`src/rtl/kedc_pkg.sv`:
```
// Package: key codes, decode phases, register indexes and shared types.
package kedc_pkg;

  localparam logic [8:0] KEY_ESC   = 9'd27;
  localparam logic [8:0] KEY_QUIT  = 9'd17;
  localparam logic [8:0] KEY_LEFT  = 9'd256;
  localparam logic [8:0] KEY_RIGHT = 9'd257;
  localparam logic [8:0] KEY_UP    = 9'd258;
  localparam logic [8:0] KEY_DOWN  = 9'd259;
  localparam logic [8:0] KEY_PGUP  = 9'd260;
  localparam logic [8:0] KEY_PGDN  = 9'd261;
  localparam logic [8:0] KEY_HOME  = 9'd262;
  localparam logic [8:0] KEY_END   = 9'd263;
  localparam logic [8:0] KEY_DEL   = 9'd264;

  localparam logic [7:0] BYTE_ESC   = 8'h1B;
  localparam logic [7:0] BYTE_LBR   = 8'h5B;
  localparam logic [7:0] BYTE_O     = 8'h4F;
  localparam logic [7:0] BYTE_TILDE = 8'h7E;
  localparam logic [7:0] BYTE_0     = 8'h30;
  localparam logic [7:0] BYTE_9     = 8'h39;

  localparam logic OP_BYTE    = 1'b0;
  localparam logic OP_TIMEOUT = 1'b1;

  localparam logic [1:0] PH_IDLE  = 2'd0;
  localparam logic [1:0] PH_ESC   = 2'd1;
  localparam logic [1:0] PH_SEQ0  = 2'd2;
  localparam logic [1:0] PH_DIGIT = 2'd3;

  localparam logic [1:0] REG_SCREEN_ROWS = 2'd0;
  localparam logic [1:0] REG_SCREEN_COLS = 2'd1;
  localparam logic [1:0] REG_LINE_COUNT  = 2'd2;

  localparam logic [9:0]  RESET_SCREEN_ROWS = 10'd24;
  localparam logic [9:0]  RESET_SCREEN_COLS = 10'd80;
  localparam logic [15:0] RESET_LINE_COUNT  = 16'd0;

  typedef struct packed {
    logic       has_key;
    logic [8:0] key;
    logic [1:0] phase_next;
    logic [7:0] first_next;
    logic [7:0] digit_next;
  } dec_out_t;

  typedef struct packed {
    logic [9:0]  col;
    logic [15:0] row;
    logic [15:0] off;
  } pos_t;

  function automatic logic [8:0] decode_letter(input logic [7:0] lead, input logic [7:0] b);
    logic [8:0] k;
    k = KEY_ESC;
    if (lead == BYTE_LBR) begin
      case (b)
        8'h41:   k = KEY_UP;
        8'h42:   k = KEY_DOWN;
        8'h43:   k = KEY_RIGHT;
        8'h44:   k = KEY_LEFT;
        8'h48:   k = KEY_HOME;
        8'h46:   k = KEY_END;
        default: k = KEY_ESC;
      endcase
    end else if (lead == BYTE_O) begin
      case (b)
        8'h48:   k = KEY_HOME;
        8'h46:   k = KEY_END;
        default: k = KEY_ESC;
      endcase
    end
    return k;
  endfunction

  function automatic logic [8:0] decode_tilde(input logic [7:0] d);
    logic [8:0] k;
    case (d)
      8'h31, 8'h37: k = KEY_HOME;
      8'h33:        k = KEY_DEL;
      8'h34, 8'h38: k = KEY_END;
      8'h35:        k = KEY_PGUP;
      8'h36:        k = KEY_PGDN;
      default:      k = KEY_ESC;
    endcase
    return k;
  endfunction

endpackage

```
`src/rtl/kedc_decode.sv`:
```
// Escape sequence decoder: next phase and decoded key for one input item.
module kedc_decode (
  input  logic               operation,
  input  logic [7:0]         in_byte,
  input  logic [1:0]         phase,
  input  logic [7:0]         first_byte,
  input  logic [7:0]         digit_byte,
  output kedc_pkg::dec_out_t dec
);
  import kedc_pkg::*;

  always_comb begin
    dec.has_key    = 1'b0;
    dec.key        = KEY_ESC;
    dec.phase_next = phase;
    dec.first_next = first_byte;
    dec.digit_next = digit_byte;
    if (operation == OP_TIMEOUT) begin
      if (phase != PH_IDLE) begin
        dec.phase_next = PH_IDLE;
        dec.has_key    = 1'b1;
      end
    end else begin
      case (phase)
        PH_ESC: begin
          dec.first_next = in_byte;
          dec.phase_next = PH_SEQ0;
        end
        PH_SEQ0: begin
          if (first_byte == BYTE_LBR && in_byte >= BYTE_0 && in_byte <= BYTE_9) begin
            dec.digit_next = in_byte;
            dec.phase_next = PH_DIGIT;
          end else begin
            dec.phase_next = PH_IDLE;
            dec.has_key    = 1'b1;
            dec.key        = decode_letter(first_byte, in_byte);
          end
        end
        PH_DIGIT: begin
          dec.phase_next = PH_IDLE;
          dec.has_key    = 1'b1;
          dec.key        = (in_byte == BYTE_TILDE) ? decode_tilde(digit_byte) : KEY_ESC;
        end
        default: begin
          if (in_byte == BYTE_ESC) begin
            dec.phase_next = PH_ESC;
          end else begin
            dec.phase_next = PH_IDLE;
            dec.has_key    = 1'b1;
            dec.key        = {1'b0, in_byte};
          end
        end
      endcase
    end
  end

endmodule

```
`src/rtl/kedc_cursor.sv`:
```
// Cursor motion and view scroll for one decoded key.
module kedc_cursor (
  input  logic [8:0]     key,
  input  kedc_pkg::pos_t pos,
  input  logic [9:0]     screen_rows,
  input  logic [9:0]     screen_cols,
  input  logic [15:0]    line_count,
  output kedc_pkg::pos_t pos_next
);
  import kedc_pkg::*;

  logic [9:0]  col_m;
  logic [15:0] row_m;
  logic [16:0] pg_sum;
  logic [9:0]  height;
  logic [15:0] off_a;
  logic [16:0] view_end;

  assign pg_sum = {1'b0, pos.row} + {7'd0, screen_rows};

  always_comb begin
    col_m = pos.col;
    row_m = pos.row;
    case (key)
      KEY_LEFT: begin
        if (pos.col != 10'd0) col_m = pos.col - 10'd1;
      end
      KEY_RIGHT: begin
        if (({1'b0, pos.col} + 11'd1) < {1'b0, screen_cols}) col_m = pos.col + 10'd1;
      end
      KEY_UP: begin
        if (pos.row != 16'd0) row_m = pos.row - 16'd1;
      end
      KEY_DOWN: begin
        if (pos.row < line_count) row_m = pos.row + 16'd1;
      end
      KEY_HOME: begin
        col_m = 10'd0;
      end
      KEY_END: begin
        col_m = (screen_cols == 10'd0) ? 10'd0 : screen_cols - 10'd1;
      end
      KEY_PGUP: begin
        row_m = (pos.row >= {6'd0, screen_rows}) ? pos.row - {6'd0, screen_rows} : 16'd0;
      end
      KEY_PGDN: begin
        if (pos.row < line_count) begin
          row_m = (pg_sum > {1'b0, line_count}) ? line_count : pg_sum[15:0];
        end
      end
      default: begin
        col_m = pos.col;
      end
    endcase
  end

  assign height   = (screen_rows == 10'd0) ? 10'd1 : screen_rows;
  assign off_a    = (row_m < pos.off) ? row_m : pos.off;
  assign view_end = {1'b0, off_a} + {7'd0, height};

  assign pos_next.col = col_m;
  assign pos_next.row = row_m;
  assign pos_next.off = ({1'b0, row_m} >= view_end) ? row_m - {6'd0, height} + 16'd1 : off_a;

endmodule

```
`src/rtl/key_escape_decode_and_cursor.sv`:
```
// Top level: terminal key escape decoder driving a cursor and view offset.
//
// Input channel (item_valid/item_stall): one transfer per terminal byte or
// read timeout (operation high). Each transfer lands in an input register;
// from there it is decoded and applied to the cursor, and any result is
// written to the result register. Bytes that only extend an escape sequence,
// and timeouts while no sequence is pending, produce no result.
// Output channel (result_valid/result_stall): key code, cursor column and
// row, view offset and quit. One item per cycle is sustained while the
// receiver does not stall; the single decode and cursor pass between input
// and result register sets that figure.
// While the receiver stalls, the result is held and one further item waits in
// the input register; item_stall rises only when both are occupied.
// After a quit result every further item is taken and dropped until reset.
// Configuration (cfg_valid/cfg_ready): always ready; write only while idle.
// Reset clears the pipeline, cursor, view, decode phase and quit latch, and
// restores the screen size to 24 by 80 with no lines loaded.
module key_escape_decode_and_cursor (
  input  logic        clk,
  input  logic        rst,
  input  logic        item_valid,
  output logic        item_stall,
  input  logic        operation,
  input  logic [7:0]  in_byte,
  output logic        result_valid,
  input  logic        result_stall,
  output logic [8:0]  key_code,
  output logic [9:0]  cursor_col,
  output logic [15:0] cursor_row,
  output logic [15:0] view_offset,
  output logic        quit,
  input  logic        cfg_valid,
  output logic        cfg_ready,
  input  logic [1:0]  cfg_index,
  input  logic [15:0] cfg_data
);
  import kedc_pkg::*;

  logic       s1_valid;
  logic       s1_op;
  logic [7:0] s1_byte;

  logic [1:0]  phase;
  logic [7:0]  first_byte;
  logic [7:0]  digit_byte;
  pos_t        pos;
  logic        halted;
  logic [9:0]  screen_rows;
  logic [9:0]  screen_cols;
  logic [15:0] line_count;

  dec_out_t dec;
  pos_t     pos_next;
  logic     proc;
  logic     accept;
  logic     emit;
  logic     is_quit;

  assign cfg_ready  = 1'b1;
  assign proc       = s1_valid && (!result_valid || !result_stall);
  assign item_stall = s1_valid && !proc;
  assign accept     = item_valid && !item_stall;
  assign emit       = proc && !halted && dec.has_key;
  assign is_quit    = (dec.key == KEY_QUIT);

  kedc_decode u_decode (
    .operation  (s1_op),
    .in_byte    (s1_byte),
    .phase      (phase),
    .first_byte (first_byte),
    .digit_byte (digit_byte),
    .dec        (dec)
  );

  kedc_cursor u_cursor (
    .key         (dec.key),
    .pos         (pos),
    .screen_rows (screen_rows),
    .screen_cols (screen_cols),
    .line_count  (line_count),
    .pos_next    (pos_next)
  );

  always_ff @(posedge clk) begin
    if (rst) begin
      s1_valid     <= 1'b0;
      result_valid <= 1'b0;
      phase        <= PH_IDLE;
      first_byte   <= 8'd0;
      digit_byte   <= 8'd0;
      pos          <= '0;
      halted       <= 1'b0;
      screen_rows  <= RESET_SCREEN_ROWS;
      screen_cols  <= RESET_SCREEN_COLS;
      line_count   <= RESET_LINE_COUNT;
    end else begin
      if (accept) begin
        s1_valid <= 1'b1;
      end else if (proc) begin
        s1_valid <= 1'b0;
      end
      if (emit) begin
        result_valid <= 1'b1;
      end else if (result_valid && !result_stall) begin
        result_valid <= 1'b0;
      end
      if (proc && !halted) begin
        phase      <= dec.phase_next;
        first_byte <= dec.first_next;
        digit_byte <= dec.digit_next;
        if (dec.has_key) begin
          if (is_quit) begin
            halted <= 1'b1;
          end else begin
            pos <= pos_next;
          end
        end
      end
      if (cfg_valid && cfg_ready) begin
        case (cfg_index)
          REG_SCREEN_ROWS: screen_rows <= cfg_data[9:0];
          REG_SCREEN_COLS: screen_cols <= cfg_data[9:0];
          REG_LINE_COUNT:  line_count  <= cfg_data;
          default:         line_count  <= line_count;
        endcase
      end
    end
  end

  always_ff @(posedge clk) begin
    if (accept) begin
      s1_op   <= operation;
      s1_byte <= in_byte;
    end
    if (emit) begin
      key_code <= dec.key;
      quit     <= is_quit;
      if (is_quit) begin
        cursor_col  <= pos.col;
        cursor_row  <= pos.row;
        view_offset <= pos.off;
      end else begin
        cursor_col  <= pos_next.col;
        cursor_row  <= pos_next.row;
        view_offset <= pos_next.off;
      end
    end
  end

endmodule

```
`config.mk`:
```
export PLATFORM = sky130hd
export DESIGN_NAME = key_escape_decode_and_cursor
export DESIGN_NICKNAME = d
export VERILOG_FILES = /design/src/rtl/kedc_pkg.sv /design/src/rtl/kedc_decode.sv /design/src/rtl/kedc_cursor.sv /design/src/rtl/key_escape_decode_and_cursor.sv
export SDC_FILE = /design/constraint.sdc
export NUM_CORES = 1
export LEC_CHECK = 0
export BUFFER_PORTS_ARGS = -buffer_cell sky130_fd_sc_hd__clkbuf_2
export CAP_MARGIN = 20
export CORE_UTILIZATION = 60
export DETAILED_ROUTE_END_ITERATION = 10
export PLACE_DENSITY = 0.79
export SYNTH_ARGS = -nofsm -noshare
export SYNTH_HDL_FRONTEND = slang
export SYNTH_HIERARCHICAL = 1
export SYNTH_SLANG_ARGS = --single-unit
```
`constraint.sdc`:
```
create_clock -name clk -period 14.8 [get_ports clk]
set_input_delay 1.48 -clock clk [delete_from_list [all_inputs] [get_ports clk]]
set_output_delay 1.48 -clock clk [all_outputs]
set_load 0.05 [all_outputs]
```
==> run_results.csv, run 1 <==
group,metric,value,unit
outcome,outcome,"complete, no violations",
synthesis,synth_cell_type_count,110,
clocking,post_cts_buffers,0,
worst_setup_path,start_kind,"register",
finish,final_net_count,1937,
die,die_w,158,um
pwr,ir_drop,66.0,uV
route,route.detailed.drc,0,
placement,place_congestion,1.08,
global_route,grt_overflow,0,
finish,finalNonFillerCells,2102,
clocking,holdBufCountCts,0,
timing,fin_crit,13.48,ns
global_route,grt_pass1_vias,13100,
route,dr.pass1.iters,8,
synthesis,synthAdderAreaFrac,0.118,
worst_setup_path,crit_arrival,13.67,ns
global_route,grt_max_degree,100,
finish,drive_above_1_share,0.150,
worst_setup_path,r2r_cells,48,
route,wl_per_cell,22.7,um
worst_setup_path,worstSetupEndpointType,"register",
timing,postLayoutSetupSlackWorst,1.32,ns
global_route,antenna_found_initial,0,
worst_setup_path,max_stage_delay,0.83,ns
clocking,cts_sinks,160,
timing,drv_slew,0,
synthesis,async_reset_ff_frac,0,
worst_hold_path,min_path_type,"register to register",
placement,dpl_cell_area,15100,um^2
synthesis,synth_xor_area_frac,0.0464,
worst_setup_path,cp_max_fo,15,
synthesis,synth-edff-count,61,
route,drt-total-wl,47.7,mm
route,drtAntennaViolNets,0,
pwr,power_density,72.0,nW/um^2
timing,setup_viol,0,
synthesis,synth_area,14500,um^2
die,die_y,158,um
timing,fmax,74.2,MHz
timing,period_share,0.911,
route,first_iter_violations,1553,
finish,final_area,15700,um^2
clocking,cts_max_level,4,
global_route,grtUsageTotal,0.388,
global_route,grt_first_pass_wirelength,73.7,mm
finish,antennaDiodeCount,0,
finish,nFillCells,2034,
synthesis,yosys_most_used_dff,"dfxtp_1",
synthesis,syn_avg_cell_area,8.32,um^2
timing,finalHoldViolations,0,
synthesis,synth_compound_area_frac,0.225,
timing,tns,0,ns
timing,relSlewSlack,0.259,
clocking,cts_resized,0,
clocking,clockBufferDepth,2,
clocking,path_clk_slew,0.08,ns
clocking,root_buffer,"clkbuf_16",
synthesis,synthCells,1747,
worst_setup_path,path_depth,48,
die,initial_core_util,0.615,
die,core-area,23600,um^2
worst_setup_path,critPathKind,"register to register",
worst_setup_path,critPathRequiredTime,14.99,ns
worst_setup_path,crit_buf_inv,3,
placement,port_buffers,85,
clocking,numCtsBuffers,17,
synthesis,synth_mux_area_frac,0.0803,
synthesis,synth_warnings,6,
clocking,clock_latency,0.44,ns
pwr,total_power,1.13,mW
route,via_count,14200,
timing,tightestPinTransition,1.11,ns
route,vias_per_cell,6.78,
synthesis,synthesis.nets,1914,
worst_setup_path,path_delay_family,"compound AO/OA/AOI/OAI gates",
finish,final_util,0.664,
synthesis,ys_ff_latch,160,
placement,dp.cells,2068,
timing,holdWs,0.462,ns
synthesis,synth_top_family_by_area,"compound AO/OA/AOI/OAI gates",
worst_hold_path,worstHoldPathCells,2,
placement,preCtsSetupSlack,1.13,ns
worst_setup_path,critPathSlowestCell,"a221oi_1",
timing,skew,0.0160,ns
synthesis,synth_simple_gate_area_frac,0.199,
pwr,power_leakage,6.30,nW
clocking,cts_tree,"built",
job,max_cap_viol_count,0,
timing,grt_setup_unrepaired,"no",
die,io_pins,87,
placement,post-dp-hpwl,35.2,mm
synthesis,ys_seq_area_frac,0.262,
die,rows,56,
die,dieArea,24800,um^2
finish,area_growth_syn_to_layout,7.98,%
[synthesized netlist by cell type, types with 23 or more instances]
| cell | number | area share |
|---|---|---|
| a21oi_1 | 156 | 0.054 |
| clkbuf_1 | 77 | 0.020 |
| dfxtp_1 | 99 | 0.14 |
| edfxtp_1 | 61 | 0.13 |
| ha_1 | 131 | 0.11 |
| inv_1 | 117 | 0.030 |
| mux2_2 | 49 | 0.038 |
| mux2_4 | 23 | 0.024 |
| mux2i_1 | 27 | 0.019 |
| nand2_1 | 147 | 0.038 |
| nand3_1 | 32 | 0.011 |
| nand4_1 | 66 | 0.028 |
| nor2_1 | 130 | 0.034 |
| nor2b_1 | 23 | 0.0099 |
| nor3_1 | 39 | 0.013 |
| o21ai_0 | 70 | 0.024 |
| o31ai_1 | 48 | 0.025 |
| xnor2_1 | 49 | 0.030 |
| xor2_1 | 28 | 0.017 |
[worst paths after layout]
path                                startpoint              to  slack (ns)
worst min register to register   line_count[8]   line_count[8]        0.46
worst min-delay path             line_count[8]   line_count[8]        0.46
worst max register to register  screen_rows[8]  view_offset[5]        1.32
worst max-delay path            screen_rows[8]  view_offset[5]        1.32
[power breakdown]
part | internal (mW) | total [mW] | switching (mW)
combinational | 0.0607 | 0.193 | 0.132
sequential | 0.469 | 0.480 | 0.0117
clock | 0.243 | 0.457 | 0.213
total | 0.773 | 1.13 | 0.357
[layout make-up]
cell class | count | area, um^2 | area share
multi-input cells | 1354 | 9740 | 0.621
flip-flops and latches | 160 | 3810 | 0.243
repair buffers | 117 | 672 | 0.0428
inverters | 120 | 450 | 0.0287
clock buffers | 17 | 425 | 0.0271
well taps | 319 | 399 | 0.0254
clock inverters | 15 | 185 | 0.0118
[registers in the layout, indices dropped and copies added (netlist names), 2 cells and up]
name         count
cursor_col      10
key_code         9
screen_rows     10
line_count      16
view_offset     16
first_byte       8
s1_byte          8
digit_byte       8
cursor_row      16
screen_cols     10
pos             42
phase            2
[worst min-delay path, cell delays in order, from the launching register on]
cell and delay (ns):
dfxtp_1 0.31, nand2_1 0.05, a21oi_1 0.05
[kinds of logic (layout without fill, tap and decap cells)]
| logic type | after synthesis | in the layout |
|---|---|---|
| AND/OR/NAND/NOR | 564 | 564 |
| AO/OA/AOI/OAI | 478 | 478 |
| buffers and inverters | 233 | 269 |
| flip-flops | 160 | 160 |
| adder cells (fa/ha/maj) | 135 | 135 |
| multiplexers | 99 | 99 |
| XOR/XNOR | 77 | 77 |
| other | 1 | 1 |
[routing by layer]
layer,vias up,global-route usage,share of wire
li1,6487,-,-
met1,6808,0.523,0.42
met2,825,0.615,0.45
met3,127,0.0632,0.095
met4,0,0.160,0.034
met5,-,0,0
[placed cells by master, fill, tap and decap left out, drive strengths merged, types with 9 or more instances in the layout]
cell,netlist,final
nor2b,24,24
edfxtp,61,61
nor3,41,41
nand4,66,66
xnor2,49,49
or3,10,10
dfxtp,99,99
o221ai,18,18
and3,19,19
ha,131,131
a211oi,15,15
nand2b,13,13
mux2i,27,27
nand3,32,32
a21o,18,18
a21oi,157,157
o21ai,70,70
mux2,72,72
a31oi,11,11
o211ai,13,13
xor2,28,28
buf,33,31
and2,14,14
nand2,147,147
nor2,130,130
clkbuf,80,103
o31ai,49,49
nor4,19,19
nand3b,9,9
inv,118,127
o21a,19,19
Note: power is estimated with default switching activity, not from simulation.
==> run 2: changes to the inputs <==
--- a/config.mk
+++ b/config.mk
@@ -7,9 +7,10 @@
 export LEC_CHECK = 0
 export BUFFER_PORTS_ARGS = -buffer_cell sky130_fd_sc_hd__clkbuf_2
 export CAP_MARGIN = 20
-export CORE_UTILIZATION = 60
+export CORE_UTILIZATION = 52
 export DETAILED_ROUTE_END_ITERATION = 10
-export PLACE_DENSITY = 0.79
+export GPL_ROUTABILITY_DRIVEN = 1
+export PLACE_DENSITY = 0.7
 export SYNTH_ARGS = -nofsm -noshare
 export SYNTH_HDL_FRONTEND = slang
 export SYNTH_HIERARCHICAL = 1
==> run_results.csv, run 2 (synthesized netlist as in run 1, its figures left out) <==
group,metric,value,unit
timing,setup_viol,0,
die,io_pins,87,
clocking,cts_max_level,4,
timing,grt_setup_unrepaired,"no",
finish,area_growth_syn_to_layout,8.41,%
die,initial_core_util,0.535,
worst_setup_path,crit_buf_inv,4,
route,drt-total-wl,48.6,mm
pwr,power_density,72.0,nW/um^2
worst_setup_path,critPathKind,"register to register",
worst_setup_path,max_stage_delay,0.81,ns
clocking,clockBufferDepth,2,
worst_setup_path,critPathSlowestCell,"a221oi_1",
finish,final_util,0.580,
timing,drv_slew,0,
pwr,power_leakage,6.29,nW
die,rows,60,
worst_setup_path,critPathRequiredTime,15.00,ns
route,route.detailed.drc,0,
clocking,path_clk_slew,0.08,ns
global_route,grt_overflow,0,
clocking,root_buffer,"clkbuf_16",
clocking,holdBufCountCts,0,
finish,layout_commonest_cell,"a21oi_1",
worst_setup_path,worstSetupEndpointType,"register",
finish,final_cell_mix,"a21oi_1, nand2_1, ha_1",
route,vias_per_cell,6.50,
worst_setup_path,crit_arrival,13.86,ns
die,core-area,27200,um^2
finish,nFillCells,2513,
worst_hold_path,min_path_type,"register to register",
timing,skew,0.0175,ns
route,wl_per_cell,22.6,um
route,dr.pass1.iters,8,
pwr,ir_drop,63.0,uV
timing,fmax,73.2,MHz
timing,tightestPinTransition,1.13,ns
die,die_w,169,um
clocking,cts_resized,0,
die,die_y,169,um
finish,final_area,15800,um^2
route,first_iter_violations,1705,
clocking,cts_sinks,160,
job,max_cap_viol_count,0,
global_route,grt_max_degree,100,
global_route,antenna_found_initial,1,
timing,tns,0,ns
worst_setup_path,cpMostUsedCell,"o21ai_0",
placement,port_buffers,85,
finish,largest_reg_flops,42,
placement,post-dp-hpwl,35.3,mm
timing,relSlewSlack,0.250,
placement,place_congestion,0.996,
worst_setup_path,path_delay_family,"compound AO/OA/AOI/OAI gates",
route,via_count,14000,
clocking,clock_latency,0.45,ns
timing,fin_crit,13.67,ns
timing,finalHoldViolations,0,
worst_setup_path,reg2reg_slack,1.13,ns
timing,period_share,0.924,
route,drtAntennaViolNets,0,
timing,holdWs,0.457,ns
global_route,grt_pass1_vias,13000,
worst_setup_path,start_kind,"register",
outcome,outcome,"complete, no violations",
placement,dpl_cell_area,15100,um^2
clocking,post_cts_buffers,0,
global_route,grtUsageTotal,0.343,
die,dieArea,28600,um^2
worst_setup_path,cp_max_fo,15,
finish,top_register,"pos",
clocking,cts_tree,"built",
global_route,grt_first_pass_wirelength,75.8,mm
finish,final_net_count,1933,
clocking,numCtsBuffers,17,
pwr,total_power,1.13,mW
finish,drive_above_1_share,0.148,
[run 2: per-stage QoR]
step / cells / setup slack (ns)
floorplan: 1747 / 3.00
global placement: 2116 / 1.64
detailed placement: 2116 / 1.28
CTS: 2148 / 1.28
global route: 2151 / 0.165
finish: 2152 / 1.13
[run 2: final cells by class]
cell class              count  area, um^2  area share
multi-input cells        1354        9740       0.619
flip-flops and latches    160        3810       0.242
repair buffers            113         662      0.0420
well taps                 372         465      0.0295
inverters                 120         450      0.0286
clock buffers              17         425      0.0270
clock inverters            15         189      0.0120
diodes                      1        2.50    0.000159
[run 2: routing by layer]
| metal | vias up | wire, um | global-route usage |
|---|---|---|---|
| met5 | - | 0 | 0 |
| met4 | 0 | 1410 | 0.105 |
| met3 | 80 | 3970 | 0.0564 |
| met2 | 614 | 21900 | 0.553 |
| met1 | 6808 | 21300 | 0.468 |
| li1 | 6486 | - | - |
[run 2: worst register-to-register path, delay by kind of cell (launching register included)]
kind / cells / cell delay (ns)
muxes: 2 / 0.69
adders and majority gates: 6 / 1.86
DFF: 1 / 0.58
AOI/OAI and AO/OA: 26 / 6.43
and+or+nand+nor: 12 / 2.52
xor gates and xnor gates: 2 / 0.49
buffers and inverters: 4 / 0.84
[run 2: worst paths after layout]
check,from,to,depth (start not counted)
worst max-delay path,pos[17],view_offset[6],52
worst min register to register,line_count[2],line_count[2],2
worst min-delay path,line_count[2],line_count[2],2
worst max register to register,pos[17],view_offset[6],52
[run 2: power by group]
group / leakage, nW / switching [mW] / internal, mW
Clock: 0.296 / 0.235 / 0.230
Sequential: 1.33 / 0.0118 / 0.468
Combinational: 4.66 / 0.130 / 0.0600
Total: 6.29 / 0.376 / 0.758
